## src/rtl/jvmx_pkg.sv

```systemverilog
// ----------------------------------------------------------------------------
// jvmx_pkg
// Shared codes, state type and controller/datapath link structs for the
// JVM wide and extended-branch instruction execute block.
// ----------------------------------------------------------------------------
package jvmx_pkg;

   // instruction select codes
   localparam logic [2:0] FUNC_WIDE      = 3'd0;
   localparam logic [2:0] FUNC_IFNULL    = 3'd1;
   localparam logic [2:0] FUNC_IFNONNULL = 3'd2;
   localparam logic [2:0] FUNC_GOTO_W    = 3'd3;
   localparam logic [2:0] FUNC_JSR_W     = 3'd4;

   // opcodes that may follow wide
   localparam logic [7:0] OP_ILOAD  = 8'h15;
   localparam logic [7:0] OP_LLOAD  = 8'h16;
   localparam logic [7:0] OP_DLOAD  = 8'h18;
   localparam logic [7:0] OP_ALOAD  = 8'h19;
   localparam logic [7:0] OP_ISTORE = 8'h36;
   localparam logic [7:0] OP_LSTORE = 8'h37;
   localparam logic [7:0] OP_DSTORE = 8'h39;
   localparam logic [7:0] OP_ASTORE = 8'h3a;
   localparam logic [7:0] OP_IINC   = 8'h84;
   localparam logic [7:0] OP_RET    = 8'ha9;

   // instruction lengths in bytes
   localparam logic [15:0] LEN_WIDE      = 16'd4;
   localparam logic [15:0] LEN_WIDE_IINC = 16'd6;
   localparam logic [15:0] LEN_IF        = 16'd3;
   localparam logic [15:0] LEN_JSR_W     = 16'd5;

   // result status codes
   localparam logic [1:0] STATUS_OK        = 2'd0;
   localparam logic [1:0] STATUS_RANGE     = 2'd1;
   localparam logic [1:0] STATUS_UNKNOWN   = 2'd2;
   localparam logic [1:0] STATUS_RESERVED  = 2'd3;

   // controller states
   typedef enum logic [2:0] {
      ST_CLEAR,
      ST_IDLE,
      ST_EXEC,
      ST_SECOND,
      ST_HOLD
   } state_type;

   // controller to datapath
   typedef struct packed {
      logic clear_wr;   // write zero at clear counter
      logic capture;    // transaction accepted: latch fields, read local file
      logic exec_wr;    // write-back of store / iinc slot
      logic second_wr;  // second slot of lstore / dstore
      logic out_load;   // load output register
   } cmd_type;

   // datapath to controller
   typedef struct packed {
      logic clear_last; // clear counter at last entry
      logic two_store;  // current transaction writes two slots
      logic out_free;   // output register can take a result
   } stat_type;

endpackage

```

## src/rtl/jvmx_ctrl.sv

```systemverilog
// ----------------------------------------------------------------------------
// jvmx_ctrl
// Sequencer: clearing pass after reset, accept, execute / write-back,
// optional second slot write, and hold until the output register is free.
// ----------------------------------------------------------------------------
module jvmx_ctrl (
   input  logic               clock,
   input  logic               reset,
   input  logic               req_valid,
   output logic               req_ready,
   input  jvmx_pkg::stat_type stat,
   output jvmx_pkg::cmd_type  cmd
);

   jvmx_pkg::state_type state_ff, state_in;

   // state register
   always_ff @(posedge clock) begin
      if (reset) begin
         state_ff <= jvmx_pkg::ST_CLEAR;
      end else begin
         state_ff <= state_in;
      end
   end

   // next state
   always_comb begin
      state_in = state_ff;
      unique case (state_ff)
         jvmx_pkg::ST_CLEAR: begin
            if (stat.clear_last) state_in = jvmx_pkg::ST_IDLE;
         end
         jvmx_pkg::ST_IDLE: begin
            if (req_valid) state_in = jvmx_pkg::ST_EXEC;
         end
         jvmx_pkg::ST_EXEC: begin
            if (stat.two_store)     state_in = jvmx_pkg::ST_SECOND;
            else if (stat.out_free) state_in = jvmx_pkg::ST_IDLE;
            else                    state_in = jvmx_pkg::ST_HOLD;
         end
         jvmx_pkg::ST_SECOND: begin
            if (stat.out_free) state_in = jvmx_pkg::ST_IDLE;
            else               state_in = jvmx_pkg::ST_HOLD;
         end
         jvmx_pkg::ST_HOLD: begin
            if (stat.out_free) state_in = jvmx_pkg::ST_IDLE;
         end
         default: state_in = jvmx_pkg::ST_CLEAR;
      endcase
   end

   // outputs
   always_comb begin
      cmd       = '0;
      req_ready = 1'b0;
      unique case (state_ff)
         jvmx_pkg::ST_CLEAR: begin
            cmd.clear_wr = 1'b1;
         end
         jvmx_pkg::ST_IDLE: begin
            req_ready   = 1'b1;
            cmd.capture = req_valid;
         end
         jvmx_pkg::ST_EXEC: begin
            cmd.exec_wr  = 1'b1;
            cmd.out_load = !stat.two_store && stat.out_free;
         end
         jvmx_pkg::ST_SECOND: begin
            cmd.second_wr = 1'b1;
            cmd.out_load  = stat.out_free;
         end
         jvmx_pkg::ST_HOLD: begin
            cmd.out_load = stat.out_free;
         end
         default: begin
            cmd = '0;
         end
      endcase
   end

endmodule

```

## config.mk

```make
export PLATFORM = sky130hd
export DESIGN_NAME = jvmx_ctrl
export DESIGN_NICKNAME = d
export VERILOG_FILES = /design/src/rtl/jvmx_pkg.sv /design/src/rtl/jvmx_ctrl.sv
export SDC_FILE = /design/constraint.sdc
export NUM_CORES = 1
export LEC_CHECK = 0
export BUFFER_PORTS_ARGS = -buffer_cell sky130_fd_sc_hd__buf_2
export CAP_MARGIN = 0
export CORE_AREA = 2 2 39 41
export CTS_BUF_LIST = sky130_fd_sc_hd__clkbuf_4
export DETAILED_ROUTE_END_ITERATION = 12
export DIE_AREA = 0 0 41 43
export PLACE_DENSITY = 0.4
export SLEW_MARGIN = 20
export SYNTH_ARGS = -nofsm -noshare
export SYNTH_HDL_FRONTEND = slang
export SYNTH_SLANG_ARGS = --single-unit
```

## constraint.sdc

```tcl
create_clock -name clock -period 1.5 [get_ports clock]
set_input_delay 0.3 -clock clock [delete_from_list [all_inputs] [get_ports clock]]
set_output_delay 0.3 -clock clock [all_outputs]
set_load 0.05 [all_outputs]
```

Word-level counts from Yosys, hierarchy flattened
Index checks and enable logic that the tools add are counted.
{"block": "classes", "eq_ne": 7, "mux": 12, "n_reduce_logical": 5}
{"cell": "3-bit two-way mux", "n": 5}
{"cell": "3-bit one-hot mux with 5 select lines", "n": 1}
{"cell": "3-bit by 2-bit equality test with 1-bit output (second input constant)", "n": 2}
{"cell": "2-bit != test (second input constant)", "n": 3}
{"cell": "1-bit two-way mux", "n": 5}
{"cell": "3-bit by 1-bit equality test with 1-bit output (second input constant)", "n": 1}
{"cell": "3-bit equality test (second input constant)", "n": 1}
{"cell": "3-bit logical NOT", "n": 1}
{"cell": "3-bit AND reduction", "n": 1}
{"cell": "1-bit one-hot mux with 2 select lines", "n": 1}
{"cell": "2-bit OR reduction", "n": 1}
{"cell": "1-bit logical AND", "n": 1}
{"cell": "1-bit logical NOT", "n": 1}
{"block": "totals", "ff_bits": 3, "in_bits": 6, "out_inout_bits": 6}

Depth between registers and ports, before layout
Gate-level depths: netlist of the first run.
{"block": "logic_depth", "ltp_word": 3, "mapped_depth": 4, "mapped_depth_nobuf": 3}

Least setup slack after synthesis of the first run
Ideal clock, no wire load.
{"block": "synth_timing", "path_kind": "register to output", "from": "register state_ff[1]", "to": "output cmd[3] (netlist name)", "t_arrival_ns": 1.666, "required_ns": 1.200, "path_slack_ns": -0.466, "path_stages_with_launch": 4, "path_cell_list": "dfxtp_1 buf_4 nor3b_2 and2_1"}
{"item": "start: declaration", "line": "jvmx_ctrl.sv:15", "source": "jvmx_pkg::state_type state_ff, state_in;"}
{"item": "start signal: assignment", "line": "jvmx_ctrl.sv:20", "source": "state_ff <= jvmx_pkg::ST_CLEAR;"}
{"item": "start signal: assignment", "line": "jvmx_ctrl.sv:22", "source": "state_ff <= state_in;"}
{"item": "end: declaration", "line": "jvmx_ctrl.sv:12", "source": "output jvmx_pkg::cmd_type cmd"}

==> results.cfg, run 1 <==
[cts]
clk_path_buf_depth = 2
tritoncts = yes
htreeDepth = 1
path_clk_slew_ps = 40
numCtsBuffers = 3
cts.sinks = 3
ctsHoldBuffers = 0
clk_latency_ps = 240
root_buffer = clkbuf_4

[min_path]
hp-start = reset
min_to = state_ff[1]$_SDFFE_PP0P_
worstHoldPathCells = 2
hp-class = input pin to flip-flop

[setup_path]
regToRegEndpoint = state_ff[0]$_SDFFE_PP0P_
crit_family = simple AND/OR/NAND/NOR gates
crit_chain = buf_6, nor3b_4, and2_4, buf_8
crit_fanout = 4
worst_setup_path_start_kind = flip-flop
reg2regPathDepth = 4
r2r_setup_slack_ps = 460
cp_num_buf_inv = 2
timing_worst_setup_path_type = flip-flop to primary output
slowest_delay_ps = 350
critPathCaptureType = primary output
slowest_stage = dfxtp_4
arrival_ps = 1210
cp.required_ps = 1200
reg2reg_from = state_ff[1]$_SDFFE_PP0P_

[cells_and_area]
layout-drive-gt1-share = 0.791
flow.area_growth_from_synthesis_pct = 83.2
n_antenna_cell = 0
final_common_cell = buf_2
top_register = state_ff
fillers = 158
reg_top3 = state_ff x3
nets = 50
mostFrequentLayoutCells = buf_2, clkbuf_4, buf_6, buf_4, dfxtp_4
ff_latch_area_sq_um = 71.3
multiInputGateArea_sq_um = 210
largest_register_ffs = 3

[timing]
relSlewSlack = 0.836
layout_min_cycle_time_ps = 1510
worstMarginPinSlew_ps = 247
rsz0062_at_grt = true
finalWorstSetupSlack_ps = -9.24
final_max_slew_viol_count = 0
setup_viol = 1
final_hold_viol_count = 0
clock.fmax_mhz = 663
clock_skew_ps = 4.66
whs_ps = 263
min_period_over_period = 1.01

[outcome]
failed_checks = negative setup slack
status = finished with violations

[power_and_ir_drop]
internal_power_mw = 0.262
pwr-share-clk = 0.416
power_frac_seq = 0.235
combPwrFrac = 0.348
switchingPower_mw = 0.137
switching_share = 0.343
peakVddDrop_mv = 0.206
cellLeakagePower_nw = 0.196
p_per_area_mw_per_mm2 = 888

[logic_synthesis]
seq_area_frac_synth = 0.245
netlist_instances = 27
synth_seq_cells = 3
ys_types = 22
synth_nets = 33
yosysWarningCount = 0
syn_avg_cell_area_sq_um = 9.08
syn-cell-area_sq_um = 245

[die]
dieArea_sq_mm = 0.00176
die_x_um = 41
core_sq_mm = 0.00138
die_h_um = 43
start_util = 0.177
rows = 14
num_io_pins = 12

[place]
dpl_worst_slack_ps = 73.6
place_hpwl_um = 435
place.gp.congestion = 0.719
port_buffers = 11

[route]
drc = 0
firstDrtPassIters = 3
avgViaCountPerCell = 4.31
vias = 254
antenna_left = 0
wl_per_cell_um = 10.5
drt_wl_total_um = 622
drt_first_iter_violations = 1

[global_routing]
grt_pass1_vias = 268
grt-ovfl-total = 0
grt_pass1_wl_mm = 1.10
grt_max_degree = 9
antenna_found_initial = 0
grt.total_usage = 0.0922

[flow_run]
drv_cap = 0
-- metal layers --
layer | vias to the layer above | part of all wire | global-route usage
li1 | 126 | - | -
met1 | 117 | 0.37 | 0.105
met2 | 8 | 0.55 | 0.138
met3 | 3 | 0.055 | 0.0157
met4 | 0 | 0.027 | 0.0800
met5 | - | 0 | 0
-- timing repair --
action	4_1_cts	5_1_grt
endpoints found under the setup margin	5	4
gates resized for setup	17	3
buffers inserted	1	0
pin swaps	2	1
-- through the flow --
stage / utilization / instances / power (mW) / area (sq um) / TNS [ps]
after detailed placement: 0.248 / 54 / 0.216 / 343 / 0
final: 0.325 / 59 / 0.399 / 449 / -9.24
after global routing: 0.325 / 59 / 0.420 / 449 / -110
after CTS: 0.318 / 59 / 0.402 / 440 / -25.0
after global placement: 0.248 / 54 / 0.216 / 343 / 0
after floorplan: - / 27 / 0.191 / 269 / -269
-- synth_stat cells --
| library cell | instances | area [sq um] |
|---|---|---|
| buf_2 | 1 | 5.00 |
| mux2_4 | 1 | 15.0 |
| and2_1 | 1 | 6.26 |
| nand2_1 | 2 | 7.51 |
| buf_6 | 1 | 11.3 |
| a21o_1 | 1 | 7.51 |
| nor3b_1 | 2 | 15.0 |
| inv_1 | 1 | 3.75 |
| nor3b_2 | 1 | 12.5 |
| dfxtp_1 | 3 | 60.1 |
| nand2b_1 | 1 | 6.26 |
| nand2b_4 | 1 | 13.8 |
| buf_4 | 1 | 7.51 |
| and3_2 | 1 | 7.51 |
| nor2_1 | 1 | 3.75 |
| o21ai_0 | 1 | 5.00 |
| a31oi_1 | 1 | 6.26 |
| mux2i_1 | 1 | 10.0 |
| a221oi_2 | 1 | 15.0 |
| nor3_2 | 1 | 10.0 |
| nor3_1 | 2 | 10.0 |
| nor2b_1 | 1 | 6.26 |
-- power groups by stage --
stage	registers, mW	clock network, mW	logic (mW)
3_3_place_gp	0.0954	0	0.120
2_1_floorplan	0.0879	0	0.103
3_5_place_dp	0.0953	0	0.121
6_report	0.0939	0.166	0.139
5_1_grt	0.0954	0.178	0.148
4_1_cts	0.0937	0.173	0.136
-- worst max path at each step --
stage,startpoint,to,slack [ps],depth (start not counted)
2_1_floorplan,state_ff[1]$_SDFFE_PP0P_,cmd[3],-270,3
3_3_place_gp,state_ff[0]$_SDFFE_PP0P_,cmd[0],60,4
3_5_place_dp,state_ff[0]$_SDFFE_PP0P_,cmd[0],70,4
4_1_cts,state_ff[1]$_SDFFE_PP0P_,cmd[3],-30,4
5_1_grt,state_ff[1]$_SDFFE_PP0P_,cmd[3],-50,4
6_report,state_ff[1]$_SDFFE_PP0P_,cmd[3],-9,4
-- logic make-up (layout without fill, tap and decap cells) --
kind of cell / Yosys count / count (layout) / synth area share
simple gates: 14 / 14 / 0.403
compound gates: 4 / 4 / 0.138
buf+inv: 4 / 20 / 0.112
flops: 3 / 3 / 0.245
mux: 2 / 2 / 0.102
-- layout make-up --
class,count,share of cell area
Sequential cell,3,0.159
Tap cell,16,0.0446
Clock buffer,4,0.0669
Inverter,1,0.00836
Multi-Input combinational cell,20,0.468
Timing Repair Buffer,15,0.253
No activity file was read; power rests on OpenSTA's default activity.
==> run 2, diff against run 1 <==
--- a/config.mk
+++ b/config.mk
@@ -12,6 +12,7 @@
 export DETAILED_ROUTE_END_ITERATION = 12
 export DIE_AREA = 0 0 41 43
 export PLACE_DENSITY = 0.4
+export SETUP_SLACK_MARGIN = 0.05
 export SLEW_MARGIN = 20
 export SYNTH_ARGS = -nofsm -noshare
 export SYNTH_HDL_FRONTEND = slang
==> results.cfg, run 2 (same netlist as run 1, synthesis figures left out) <==
[outcome]
status = finished with violations
failed_checks = negative setup slack

[place]
dpl.cell_count = 54
place.gp.congestion = 0.719
port_buffers = 11
dpl_worst_slack_ps = 73.6
place_area_sq_um = 343
place_hpwl_um = 435

[setup_path]
reg2reg_from = state_ff[1]$_SDFFE_PP0P_
crit_fanout = 4
timing_worst_setup_path_type = flip-flop to primary output
critPathCaptureType = primary output
regToRegEndpoint = state_ff[0]$_SDFFE_PP0P_
arrival_ps = 1210
reg2regPathDepth = 4
cp.required_ps = 1200
worst_setup_path_start_kind = flip-flop
r2r_setup_slack_ps = 460

[die]
num_io_pins = 12
dieArea_sq_mm = 0.00176
rows = 14
die_x_um = 41
die_h_um = 43
core_sq_mm = 0.00138
start_util = 0.177

[min_path]
worstHoldPathCells = 2
hp-class = input pin to flip-flop
min_to = state_ff[1]$_SDFFE_PP0P_
hp-start = reset

[timing]
clock_skew_ps = 4.66
relSlewSlack = 0.836
layout_min_cycle_time_ps = 1510
rsz0062_at_grt = true
whs_ps = 263
min_period_over_period = 1.01
worstMarginPinSlew_ps = 247
final_hold_viol_count = 0
final.setup.tns_ps = -9.24
final_max_slew_viol_count = 0
finalWorstSetupSlack_ps = -9.24
clock.fmax_mhz = 663
setup_viol = 1

[cells_and_area]
top_register = state_ff
flow.area_growth_from_synthesis_pct = 85.7
largest_register_ffs = 3
final_common_cell = buf_2
reg_top3 = state_ff x3
stdcell_count = 59
n_antenna_cell = 0
nets = 50
layout-drive-gt1-share = 0.791
fin_area_sq_um = 455
fillers = 158
final_util = 0.329
mostFrequentLayoutCells = buf_2, clkbuf_4, buf_4, buf_6, dfxtp_4

[cts]
clk_latency_ps = 240
root_buffer = clkbuf_4
path_clk_slew_ps = 40
ctsHoldBuffers = 0
clk_path_buf_depth = 2
cts.sinks = 3
htreeDepth = 1
numCtsBuffers = 3
tritoncts = yes

[power_and_ir_drop]
p_per_area_mw_per_mm2 = 882
finalPower_mw = 0.402
peakVddDrop_mv = 0.206
cellLeakagePower_nw = 0.198

[global_routing]
grt_pass1_vias = 268
grt_pass1_wl_mm = 1.10
antenna_found_initial = 0
grt.total_usage = 0.0922
grt_max_degree = 9
grt-ovfl-total = 0

[flow_run]
drv_cap = 0

[route]
drc = 0
drt_wl_total_um = 622
avgViaCountPerCell = 4.31
antenna_left = 0
drt_first_iter_violations = 1
firstDrtPassIters = 3
wl_per_cell_um = 10.5
vias = 254
[run 2: changes by cell type in the layout (fill, tap and decap cells not counted)]
cell      previous run  this run
clkbuf_4             5         4
buf_4                3         4
buf_6                3         4
buf_2                7         6
[run 2: repair_timing]
item	in CTS	in global routing
pin swaps	2	1
setup endpoints to repair	6	4
buffers inserted	1	0
gates resized for setup	19	3
[run 2: how the worst max path moves through the flow]
stage / slack, ps / endpoint / from / cells after the start
3_5_place_dp: 70 / cmd[0] / state_ff[0]$_SDFFE_PP0P_ / 4
5_1_grt: -50 / cmd[3] / state_ff[1]$_SDFFE_PP0P_ / 4
3_3_place_gp: 60 / cmd[0] / state_ff[0]$_SDFFE_PP0P_ / 4
6_report: -9 / cmd[3] / state_ff[1]$_SDFFE_PP0P_ / 4
2_1_floorplan: -270 / cmd[3] / state_ff[1]$_SDFFE_PP0P_ / 3
4_1_cts: -30 / cmd[3] / state_ff[1]$_SDFFE_PP0P_ / 4
[run 2: report_power, final]
group	internal, mW	leakage [nW]	switching [mW]
Sequential	0.0837	0.0267	0.0102
Clock	0.118	0.0184	0.0479
Combinational	0.0630	0.153	0.0790
Total	0.265	0.198	0.137
[run 2: cell type report]
type                            count  area (sq um)  share of cell area
Multi-Input combinational cell     20           210               0.462
Sequential cell                     3          71.3               0.157
Clock buffer                        4          30.0              0.0659
Inverter                            1          3.75             0.00824
Tap cell                           16          20.0              0.0440
Timing Repair Buffer               15           120               0.264
[run 2: worst max-delay path, cell delays in order (launching register included)]
cell and delay [ps]:
dfxtp_4 350, buf_6 130, nor3b_4 190, and2_4 170, buf_8 130
[run 2: metal layers]
metal | track usage | wire length (um) | vias up | share of wire
met1 | 0.105 | 229 | 117 | 0.37
met2 | 0.138 | 340 | 8 | 0.55
met3 | 0.0157 | 35 | 3 | 0.056
met5 | 0 | 0 | - | 0
met4 | 0.0800 | 17 | 0 | 0.027
li1 | - | - | 126 | -
